$ cat src/slcfp_pkg.sv
// ----------------------------------------------------------------------------
// slcfp_pkg
// Shared types and constants for the sync/length/checksum frame parser.
// ----------------------------------------------------------------------------
package slcfp_pkg;

  // Frame layout
  localparam logic [7:0] SYNC_BYTE       = 8'hF2;
  localparam int         LEN_BIAS        = 4;
  localparam int         TELEMETRY_BYTES = 20;
  localparam int         SEC_PER_MIN     = 60;

  // Telemetry byte positions inside a frame
  localparam int FB_FIRST      = 3;
  localparam int FB_LAST       = 17;
  localparam int IDX_MINUTES   = 3;
  localparam int IDX_SECONDS   = 4;
  localparam int IDX_ENERGY    = 7;
  localparam int IDX_POWER     = 9;
  localparam int IDX_HEART     = 11;
  localparam int IDX_SPEED     = 12;
  localparam int IDX_RESIST    = 15;
  localparam int IDX_CADENCE   = 17;

  // Width of the packed result data word on the output stream
  localparam int RESULT_DATA_W = 104;

  typedef enum logic [1:0] {
    STAT_TELEM    = 2'd0,
    STAT_OTHER    = 2'd1,
    STAT_CSUM_ERR = 2'd2
  } frame_status_t;

  typedef struct packed {
    frame_status_t frame_status;
    logic [6:0]    frame_length;
    logic [7:0]    command_code;
    logic [15:0]   speed_tenths;
    logic [7:0]    cadence_rpm;
    logic [7:0]    resistance_level;
    logic [15:0]   energy_kcal;
    logic [15:0]   power_watts;
    logic [7:0]    heart_rate;
    logic [13:0]   elapsed_seconds;
  } result_t;

endpackage

$ cat src/slcfp_parser.sv
// ----------------------------------------------------------------------------
// slcfp_parser
// Frame hunt, length check, header rescan, running checksum and telemetry
// decode. One byte is consumed per step; a result is formed in the same cycle.
// ----------------------------------------------------------------------------
module slcfp_parser
  import slcfp_pkg::*;
#(
  parameter int MAX_FRAME_BYTES = 64,
  localparam int CNT_W = $clog2(MAX_FRAME_BYTES + 1)
) (
  input  logic       clk,
  input  logic       rst_n,
  input  logic       step,
  input  logic [7:0] rx_byte,
  output logic       res_valid,
  output result_t    res
);

  logic [CNT_W-1:0] cnt_r, cnt_nxt;
  logic [CNT_W-1:0] exp_r, exp_nxt;
  logic [7:0]       sum_r, sum_nxt;
  logic [7:0]       hw_r   [3];
  logic [7:0]       hw_nxt [3];
  logic [7:0]       fb_r   [FB_FIRST:FB_LAST];

  logic [8:0] len_hdr;
  logic       too_long;
  logic [8:0] len_cur;
  logic [7:0] sum_pre;
  logic       fin;
  logic       sum_ok;
  logic [7:0] b3, b4, b7, b8, b9, b10, b11, b12, b13, b15, b17;

  // Read a telemetry byte; the byte on the input is the one being stored now
  function automatic logic [7:0] tbyte(input int idx, input logic [CNT_W-1:0] cnt,
                                       input logic [7:0] x, input logic [7:0] stored);
    logic hit;
    hit = (int'(cnt) == idx);
    return hit ? x : stored;
  endfunction

  // Header length and checksum terms
  always_comb begin
    len_hdr  = {1'b0, hw_r[2]} + 9'(LEN_BIAS);
    too_long = (int'(len_hdr) > MAX_FRAME_BYTES);
    len_cur  = (int'(cnt_r) == 3) ? len_hdr : 9'(exp_r);
    sum_pre  = (int'(cnt_r) == 3) ? 8'(hw_r[0] + hw_r[1] + hw_r[2]) : sum_r;
    sum_ok   = (sum_pre == rx_byte);
    if (int'(cnt_r) == 3) begin
      fin = !too_long && (int'(len_hdr) == LEN_BIAS);
    end else if (int'(cnt_r) > 3) begin
      fin = ({1'b0, cnt_r} + (CNT_W+1)'(1)) >= {1'b0, exp_r};
    end else begin
      fin = 1'b0;
    end
  end

  // Next state
  always_comb begin
    cnt_nxt = cnt_r;
    exp_nxt = exp_r;
    sum_nxt = sum_r;
    hw_nxt  = hw_r;
    if (step) begin
      if (int'(cnt_r) == 0) begin
        if (rx_byte == SYNC_BYTE) begin
          hw_nxt[0] = rx_byte;
          cnt_nxt   = CNT_W'(1);
        end
      end else if (int'(cnt_r) < 3) begin
        hw_nxt[cnt_r[1:0]] = rx_byte;
        cnt_nxt            = cnt_r + CNT_W'(1);
      end else if (int'(cnt_r) == 3 && too_long) begin
        // drop the sync byte and restart at the next sync in the window
        if (hw_r[1] == SYNC_BYTE) begin
          hw_nxt[0] = hw_r[1];
          hw_nxt[1] = hw_r[2];
          hw_nxt[2] = rx_byte;
          cnt_nxt   = CNT_W'(3);
        end else if (hw_r[2] == SYNC_BYTE) begin
          hw_nxt[0] = hw_r[2];
          hw_nxt[1] = rx_byte;
          cnt_nxt   = CNT_W'(2);
        end else if (rx_byte == SYNC_BYTE) begin
          hw_nxt[0] = rx_byte;
          cnt_nxt   = CNT_W'(1);
        end else begin
          cnt_nxt   = '0;
        end
      end else begin
        if (int'(cnt_r) == 3) begin
          exp_nxt = CNT_W'(len_hdr);
        end
        if (fin) begin
          cnt_nxt = '0;
        end else begin
          sum_nxt = sum_pre + rx_byte;
          cnt_nxt = cnt_r + CNT_W'(1);
        end
      end
    end
  end

  // Control state
  always_ff @(posedge clk) begin
    if (!rst_n) begin
      cnt_r <= '0;
      exp_r <= '0;
      sum_r <= '0;
    end else begin
      cnt_r <= cnt_nxt;
      exp_r <= exp_nxt;
      sum_r <= sum_nxt;
    end
  end

  // Header window
  always_ff @(posedge clk) begin
    hw_r <= hw_nxt;
  end

  // Capture telemetry bytes at their fixed positions
  for (genvar i = FB_FIRST; i <= FB_LAST; i++) begin : g_fb
    always_ff @(posedge clk) begin
      if (step && int'(cnt_r) == i) begin
        fb_r[i] <= rx_byte;
      end
    end
  end

  // Telemetry byte view
  always_comb begin
    b3  = tbyte(IDX_MINUTES,    cnt_r, rx_byte, fb_r[IDX_MINUTES]);
    b4  = tbyte(IDX_SECONDS,    cnt_r, rx_byte, fb_r[IDX_SECONDS]);
    b7  = tbyte(IDX_ENERGY,     cnt_r, rx_byte, fb_r[IDX_ENERGY]);
    b8  = tbyte(IDX_ENERGY + 1, cnt_r, rx_byte, fb_r[IDX_ENERGY + 1]);
    b9  = tbyte(IDX_POWER,      cnt_r, rx_byte, fb_r[IDX_POWER]);
    b10 = tbyte(IDX_POWER + 1,  cnt_r, rx_byte, fb_r[IDX_POWER + 1]);
    b11 = tbyte(IDX_HEART,      cnt_r, rx_byte, fb_r[IDX_HEART]);
    b12 = tbyte(IDX_SPEED,      cnt_r, rx_byte, fb_r[IDX_SPEED]);
    b13 = tbyte(IDX_SPEED + 1,  cnt_r, rx_byte, fb_r[IDX_SPEED + 1]);
    b15 = tbyte(IDX_RESIST,     cnt_r, rx_byte, fb_r[IDX_RESIST]);
    b17 = tbyte(IDX_CADENCE,    cnt_r, rx_byte, fb_r[IDX_CADENCE]);
  end

  // Build the result
  always_comb begin
    res              = '0;
    res.frame_length = len_cur[6:0];
    res.command_code = hw_r[1];
    if (!sum_ok) begin
      res.frame_status = STAT_CSUM_ERR;
    end else if (int'(len_cur) == TELEMETRY_BYTES) begin
      res.frame_status     = STAT_TELEM;
      res.speed_tenths     = {b12, b13};
      res.cadence_rpm      = b17;
      res.resistance_level = b15;
      res.energy_kcal      = {b7, b8};
      res.power_watts      = {b9, b10};
      res.heart_rate       = b11;
      res.elapsed_seconds  = 14'(({6'b0, b3} * 14'(SEC_PER_MIN)) + {6'b0, b4});
    end else begin
      res.frame_status = STAT_OTHER;
    end
    res_valid = step && fin;
  end

`ifndef SYNTHESIS
  // The byte count stays inside a legal frame
  a_cnt_range: assert property (@(posedge clk) disable iff (!rst_n)
    int'(cnt_r) < MAX_FRAME_BYTES)
    else $error("byte count beyond maximum frame length");

  // A result only comes once the header is complete
  a_res_after_hdr: assert property (@(posedge clk) disable iff (!rst_n)
    res_valid |-> int'(cnt_r) >= 3)
    else $error("result before header complete");

  // Finishing a frame returns to hunting
  a_fin_hunt: assert property (@(posedge clk) disable iff (!rst_n)
    res_valid |=> cnt_r == '0)
    else $error("parser did not return to hunt after a frame");

  // Telemetry status only for a telemetry-length frame
  a_telem_len: assert property (@(posedge clk) disable iff (!rst_n)
    (res_valid && res.frame_status == STAT_TELEM) |-> int'(len_cur) == TELEMETRY_BYTES)
    else $error("telemetry status on wrong frame length");
`endif

endmodule

$ cat src/slcfp_out_reg.sv
// ----------------------------------------------------------------------------
// slcfp_out_reg
// Result register with valid flag; frees itself in the cycle it is taken.
// ----------------------------------------------------------------------------
module slcfp_out_reg
  import slcfp_pkg::*;
(
  input  logic    clk,
  input  logic    rst_n,
  input  logic    load,
  input  result_t res_in,
  output logic    ready,
  input  logic    take,
  output logic    valid,
  output result_t res_out
);

  logic    v_r, v_nxt;
  result_t res_r;

  // Space when empty or drained this cycle
  assign ready = !v_r || take;

  always_comb begin
    v_nxt = v_r;
    if (ready) begin
      v_nxt = load;
    end
  end

  always_ff @(posedge clk) begin
    if (!rst_n) begin
      v_r <= 1'b0;
    end else begin
      v_r <= v_nxt;
    end
  end

  // Hold the payload until taken
  always_ff @(posedge clk) begin
    if (ready && load) begin
      res_r <= res_in;
    end
  end

  assign valid   = v_r;
  assign res_out = res_r;

endmodule

$ cat src/sync_length_checksum_frame_parser.sv
// ----------------------------------------------------------------------------
// sync_length_checksum_frame_parser
// Serial byte stream frame parser: sync hunt, length check with header
// rescan, additive checksum, telemetry decode.
// ----------------------------------------------------------------------------
// channel | dir | tdata                  | tuser          | tlast
// in_     | in  | rx_byte [7:0]          | -              | -
// out_    | out | frame fields, 104 bits | frame_status   | -
//
// One byte transfer per cycle sustained while the result register has room; a
// result passes the input register and then the result register to the output.
// The result register is the only stall point: while it is full and not
// taken, the input register holds and in_tready drops once it is occupied.
// Reset (rst_n low, synchronous) returns the parser to sync hunt.
// ----------------------------------------------------------------------------
module sync_length_checksum_frame_parser
  import slcfp_pkg::*;
#(
  parameter int MAX_FRAME_BYTES = 64
) (
  input  logic                     clk,
  input  logic                     rst_n,
  input  logic                     in_tvalid,
  output logic                     in_tready,
  input  logic [7:0]               in_tdata,   // [7:0] rx_byte
  output logic                     out_tvalid,
  input  logic                     out_tready,
  output logic [RESULT_DATA_W-1:0] out_tdata,  // frame_length, command_code,
                                               // speed_tenths, cadence_rpm,
                                               // resistance_level, energy_kcal,
                                               // power_watts, heart_rate,
                                               // elapsed_seconds, zero pad
  output logic [1:0]               out_tuser   // [1:0] frame_status
);

  logic       in_v_r, in_v_nxt;
  logic [7:0] in_b_r;
  logic       adv;
  logic       step;
  logic       res_valid;
  result_t    res;
  result_t    res_q;

  // Input register advances when the result side has room
  assign in_tready = !in_v_r || adv;
  assign step      = in_v_r && adv;

  always_comb begin
    in_v_nxt = in_v_r;
    if (in_tready) begin
      in_v_nxt = in_tvalid;
    end
  end

  always_ff @(posedge clk) begin
    if (!rst_n) begin
      in_v_r <= 1'b0;
    end else begin
      in_v_r <= in_v_nxt;
    end
  end

  always_ff @(posedge clk) begin
    if (in_tvalid && in_tready) begin
      in_b_r <= in_tdata;
    end
  end

  slcfp_parser #(
    .MAX_FRAME_BYTES(MAX_FRAME_BYTES)
  ) u_parser (
    .clk      (clk),
    .rst_n    (rst_n),
    .step     (step),
    .rx_byte  (in_b_r),
    .res_valid(res_valid),
    .res      (res)
  );

  slcfp_out_reg u_out_reg (
    .clk    (clk),
    .rst_n  (rst_n),
    .load   (res_valid),
    .res_in (res),
    .ready  (adv),
    .take   (out_tready),
    .valid  (out_tvalid),
    .res_out(res_q)
  );

  // Pack the result onto the stream
  assign out_tuser = res_q.frame_status;
  assign out_tdata = {3'b000,
                      res_q.elapsed_seconds,
                      res_q.heart_rate,
                      res_q.power_watts,
                      res_q.energy_kcal,
                      res_q.resistance_level,
                      res_q.cadence_rpm,
                      res_q.speed_tenths,
                      res_q.command_code,
                      res_q.frame_length};

endmodule
$ cat config.mk
export PLATFORM = sky130hd
export DESIGN_NAME = sync_length_checksum_frame_parser
export DESIGN_NICKNAME = d
export VERILOG_FILES = /design/src/slcfp_pkg.sv /design/src/slcfp_parser.sv /design/src/slcfp_out_reg.sv /design/src/sync_length_checksum_frame_parser.sv
export SDC_FILE = /design/constraint.sdc
export NUM_CORES = 1
export LEC_CHECK = 0
export BUFFER_PORTS_ARGS = -buffer_cell sky130_fd_sc_hd__buf_2
export CORE_MARGIN = 5
export CORE_UTILIZATION = 32
export CTS_BUF_LIST = sky130_fd_sc_hd__clkbuf_8
export DETAILED_ROUTE_END_ITERATION = 10
export GPL_TIMING_DRIVEN = 1
export SLEW_MARGIN = 20
export SYNTH_ARGS = -nofsm -noshare
export SYNTH_HDL_FRONTEND = slang
export SYNTH_SLANG_ARGS = --single-unit
$ cat constraint.sdc
create_clock -name clk -period 17.25 [get_ports clk]
set_clock_uncertainty 0.2 [all_clocks]
set_input_delay 5.175 -clock clk [delete_from_list [all_inputs] [get_ports clk]]
set_output_delay 5.175 -clock clk [all_outputs]
set_load 0.005 [all_outputs]
==> impl_metrics.yaml <==
setup_path:
  critical_path_required_ns: 11.87
  critical_path.slowest_cell: "sky130_fd_sc_hd__nor2b_1"
  crit_path_arrival_time_ns: 5.75
  crit_fanout: 5
  worst_setup_path_end_kind: "output port"
  critPathMaxStageDelay_ns: 0.24
  setup.worst_path.start_class: "input pin"
  crit_chain: "buf_2 -> nor2b_1 -> nand2_1 -> buf_2"
  critPathKind: "input pin to output port"
  timing.critical_path.mode_cell: "sky130_fd_sc_hd__buf_2"
floorplan:
  cell_rows: 69
  initial_utilization_pct: 32.5
  pin_count: 120
  dieArea_sq_um: 40200
  floorplan.core_area_sq_um: 35700
  dieWidth_um: 201
  die_height_um: 201
finish:
  post-route-util_pct: 37.8
  antennaDiodeCount: 0
  final_cells: 1500
  fillCellCount: 3416
  syn2layout_area_growth_pct: 16.1
  layout.nets: 1087
  drive_gt1_share_pct: 19.8
power_and_ir_drop:
  power_frac_seq_pct: 56.6
  pwr-share-clk_pct: 40.8
  report.power.total_mw: 1.15
  irDropWorstVdd_uv: 39.2
  p_sw_uw: 242
  power_per_cell_area_nw_per_um2: 85.5
  power_report.internal_total_uw: 911
  power_leakage_nw: 5.39
  power_share_of_the_combinational_group_pct: 2.6
  switching_share_pct: 21.0
clock_tree:
  cts.path.max_buffers: 3
  cts.htree.levels: 2
  clk-insertion-delay-late_ns: 0.53
  cts_setup_buffers: 0
  cts.sinks: 247
  buffer_cell_driving_the_clock_tree_root: "sky130_fd_sc_hd__clkbuf_8"
  tritoncts_clock_tree: "built"
  cts.reportedPaths.clkPinSlew_ns: 0.06
  hold_buffers: 0
  cts_inserted_buffers: 39
  cts.repair.resized: 0
sta:
  worstMarginPinSlew_ns: 1.05
  layout_min_cycle_time_ns: 11.13
  rel_slew_slack_pct: 30.1
  fraction_of_the_cycle_the_final_worst_path_needs_pct: 64.5
  tns_ns: 0
  postLayoutSetupSlackWorst_ns: 6.12
  rsz0062_at_grt: "false"
  maximum_clock_frequency_mhz: 89.9
  timing.final.hold_violations: 0
  timing.final.max_slew_violations: 0
  final-setup-viol-count: 0
logic_synthesis:
  post-synth-top-count-cell: "sky130_fd_sc_hd__edfxtp_1"
  yosysWarningCount: 0
  synthTopCellsByCount: "sky130_fd_sc_hd__edfxtp_1, sky130_fd_sc_hd__and2_1, sky130_fd_sc_hd__nor2_1"
  number_of_flip_flops_and_latches_in_the_synthesized_netlist: 247
  number_of_synthesized_flops_with_an_enable_pin: 223
  netlist.area_leader.share_pct: 57.6
  synth_top_cell_by_area: "sky130_fd_sc_hd__edfxtp_1"
  yosysUniqueCellTypes: 73
  postSynth.asyncResetShare_pct: 0
  netlist_top_cells_area: "sky130_fd_sc_hd__edfxtp_1, sky130_fd_sc_hd__ha_1, sky130_fd_sc_hd__and2_1"
  synth.yosys.seq_area_share_pct: 61.8
  synth_top_flop_cell: "sky130_fd_sc_hd__edfxtp_1"
  postSynthAreaPerCell_sq_um: 13.3
  synthesis.instances: 872
  syn-cell-area_sq_um: 11600
route:
  num_vias: 7225
  dr_pass1_iterations: 5
  met3WireLength_um: 1410
  drt-vias-per-instance: 4.82
  ant_nets: 0
  number_of_drc_markers_in_iteration_0: 312
  route.detailed.wl_per_inst_um: 16.9
  drc: 0
  routed.top_layer: "met5"
  met2_wirelength_um: 12300
  wl_met1_um: 10900
  route.final.wire_length_um: 25300
global_routing:
  number_of_antenna_violations_at_the_first_check_in_global_routing: 1
  grt_start_max_net_pins: 87
  grt_use_total_pct: 12.3
  vias_in_the_first_global_route: 7320
  globalRoute.totalOverflow: 0
  grt_pass1_wl_um: 40300
hold_path:
  worst_min_path_class: "flip-flop to flip-flop"
placement:
  half_perimeter_wire_length_of_the_detailed_placement_result_um: 17500
  dp_slack_ns: 6.12
  dp_cells: 1428
  io_buffers: 116
  globalplace.congestion: 0.853
status:
  outcome: "completed"
job:
  max_cap_viol_count: 0
-- cell families (layout without fill, tap and decap cells) --
| kind of cell | after synthesis | after routing | synth area share (%) |
|---|---|---|---|
| multiplexers | 38 | 38 | 3.42 |
| buffers and inverters | 79 | 244 | 2.95 |
| other | 1 | 3 | 0.0323 |
| flip-flops | 247 | 247 | 61.8 |
| XOR/XNOR | 42 | 42 | 3.17 |
| AO/OA/AOI/OAI | 126 | 126 | 7.16 |
| adder cells (fa/ha/maj) | 67 | 67 | 8.35 |
| AND/OR/NAND/NOR | 272 | 272 | 13.2 |
-- stage by stage --
| stage | instance area (sq um) | hold slack, ns |
|---|---|---|
| 3_5_place_dp | 12700 | 0.260 |
| 4_1_cts | 13500 | 0.272 |
| 3_3_place_gp | 12700 | 0.255 |
| 5_1_grt | 13500 | 0.295 |
| 2_1_floorplan | 11600 | 0.244 |
| 6_report | 13500 | 0.275 |
-- layout make-up --
class	instances	area (sq um)	share of cell area, %
inverters	46	173	1.28
well taps	461	577	4.27
clock buffers	41	564	4.18
clock inverters	30	181	1.34
multi-input cells	548	4140	30.7
repair buffers	127	683	5.06
flip-flops and latches	247	7180	53.2
-- metal layers --
| metal | up-vias | GRT usage, % |
|---|---|---|
| li1 | 3445 | - |
| met1 | 3524 | 15.4 |
| met2 | 202 | 21.2 |
| met3 | 52 | 2.58 |
| met4 | 2 | 4.30 |
| met5 | - | 0 |
-- cells in the final DEF (no fill, tap or decap), types with 11 or more instances in the layout --
cell type,Yosys,layout
sky130_fd_sc_hd__inv_1,45,58
sky130_fd_sc_hd__clkbuf_8,0,41
sky130_fd_sc_hd__and2_1,84,84
sky130_fd_sc_hd__nor2b_1,15,15
sky130_fd_sc_hd__nand2_1,33,33
sky130_fd_sc_hd__nand3_1,17,17
sky130_fd_sc_hd__edfxtp_1,223,223
sky130_fd_sc_hd__nor3_1,15,14
sky130_fd_sc_hd__mux2i_1,26,26
sky130_fd_sc_hd__nor2_1,55,55
sky130_fd_sc_hd__o21ai_0,22,22
sky130_fd_sc_hd__xnor2_1,24,24
sky130_fd_sc_hd__ha_1,48,48
sky130_fd_sc_hd__buf_2,9,116
sky130_fd_sc_hd__mux2_2,11,11
sky130_fd_sc_hd__xor2_1,18,18
sky130_fd_sc_hd__a21oi_1,34,33
sky130_fd_sc_hd__dfxtp_1,24,24
sky130_fd_sc_hd__fa_1,18,18
sky130_fd_sc_hd__o31ai_1,11,11
-- critical path, delay by kind of cell --
kind | cells | cell delay, ns
and+or+nand+nor | 2 | 0.35
buffers and inverters | 2 | 0.23
-- sequential cells by signal, summed over array words and instances (netlist names) --
signal and count:
in_b_r 8, u_parser.fb_r 88, u_parser.res 8, u_parser.hw_r 16, in_v_r 1, u_parser.cnt_r 7
u_parser.sum_r 8, u_out_reg.res_out 103, u_out_reg.valid 1, u_parser.exp_r 7
-- worst paths after layout --
kind / to / start / depth (start not counted) / slack [ns]
worst max register to register: u_out_reg.res_out[13] / u_parser.cnt_r[0] / 15 / 11.33
worst max-delay path: in_tready / out_tready / 4 / 6.12
worst min-delay path: u_parser.sum_r[4] / u_parser.sum_r[4] / 2 / 0.28
worst min register to register: u_parser.sum_r[4] / u_parser.sum_r[4] / 2 / 0.28
-- power groups by stage --
| stage | registers, mW | clock network, mW | logic (mW) |
|---|---|---|---|
| finish | 0.652 | 0.471 | 0.0304 |
| global placement | 0.665 | 0 | 0.0305 |
| detailed placement | 0.665 | 0 | 0.0307 |
| global route | 0.652 | 0.513 | 0.0329 |
| floorplan | 0.668 | 0 | 0.0125 |
| CTS | 0.652 | 0.486 | 0.0310 |
No activity file was read; power rests on OpenSTA's default activity.
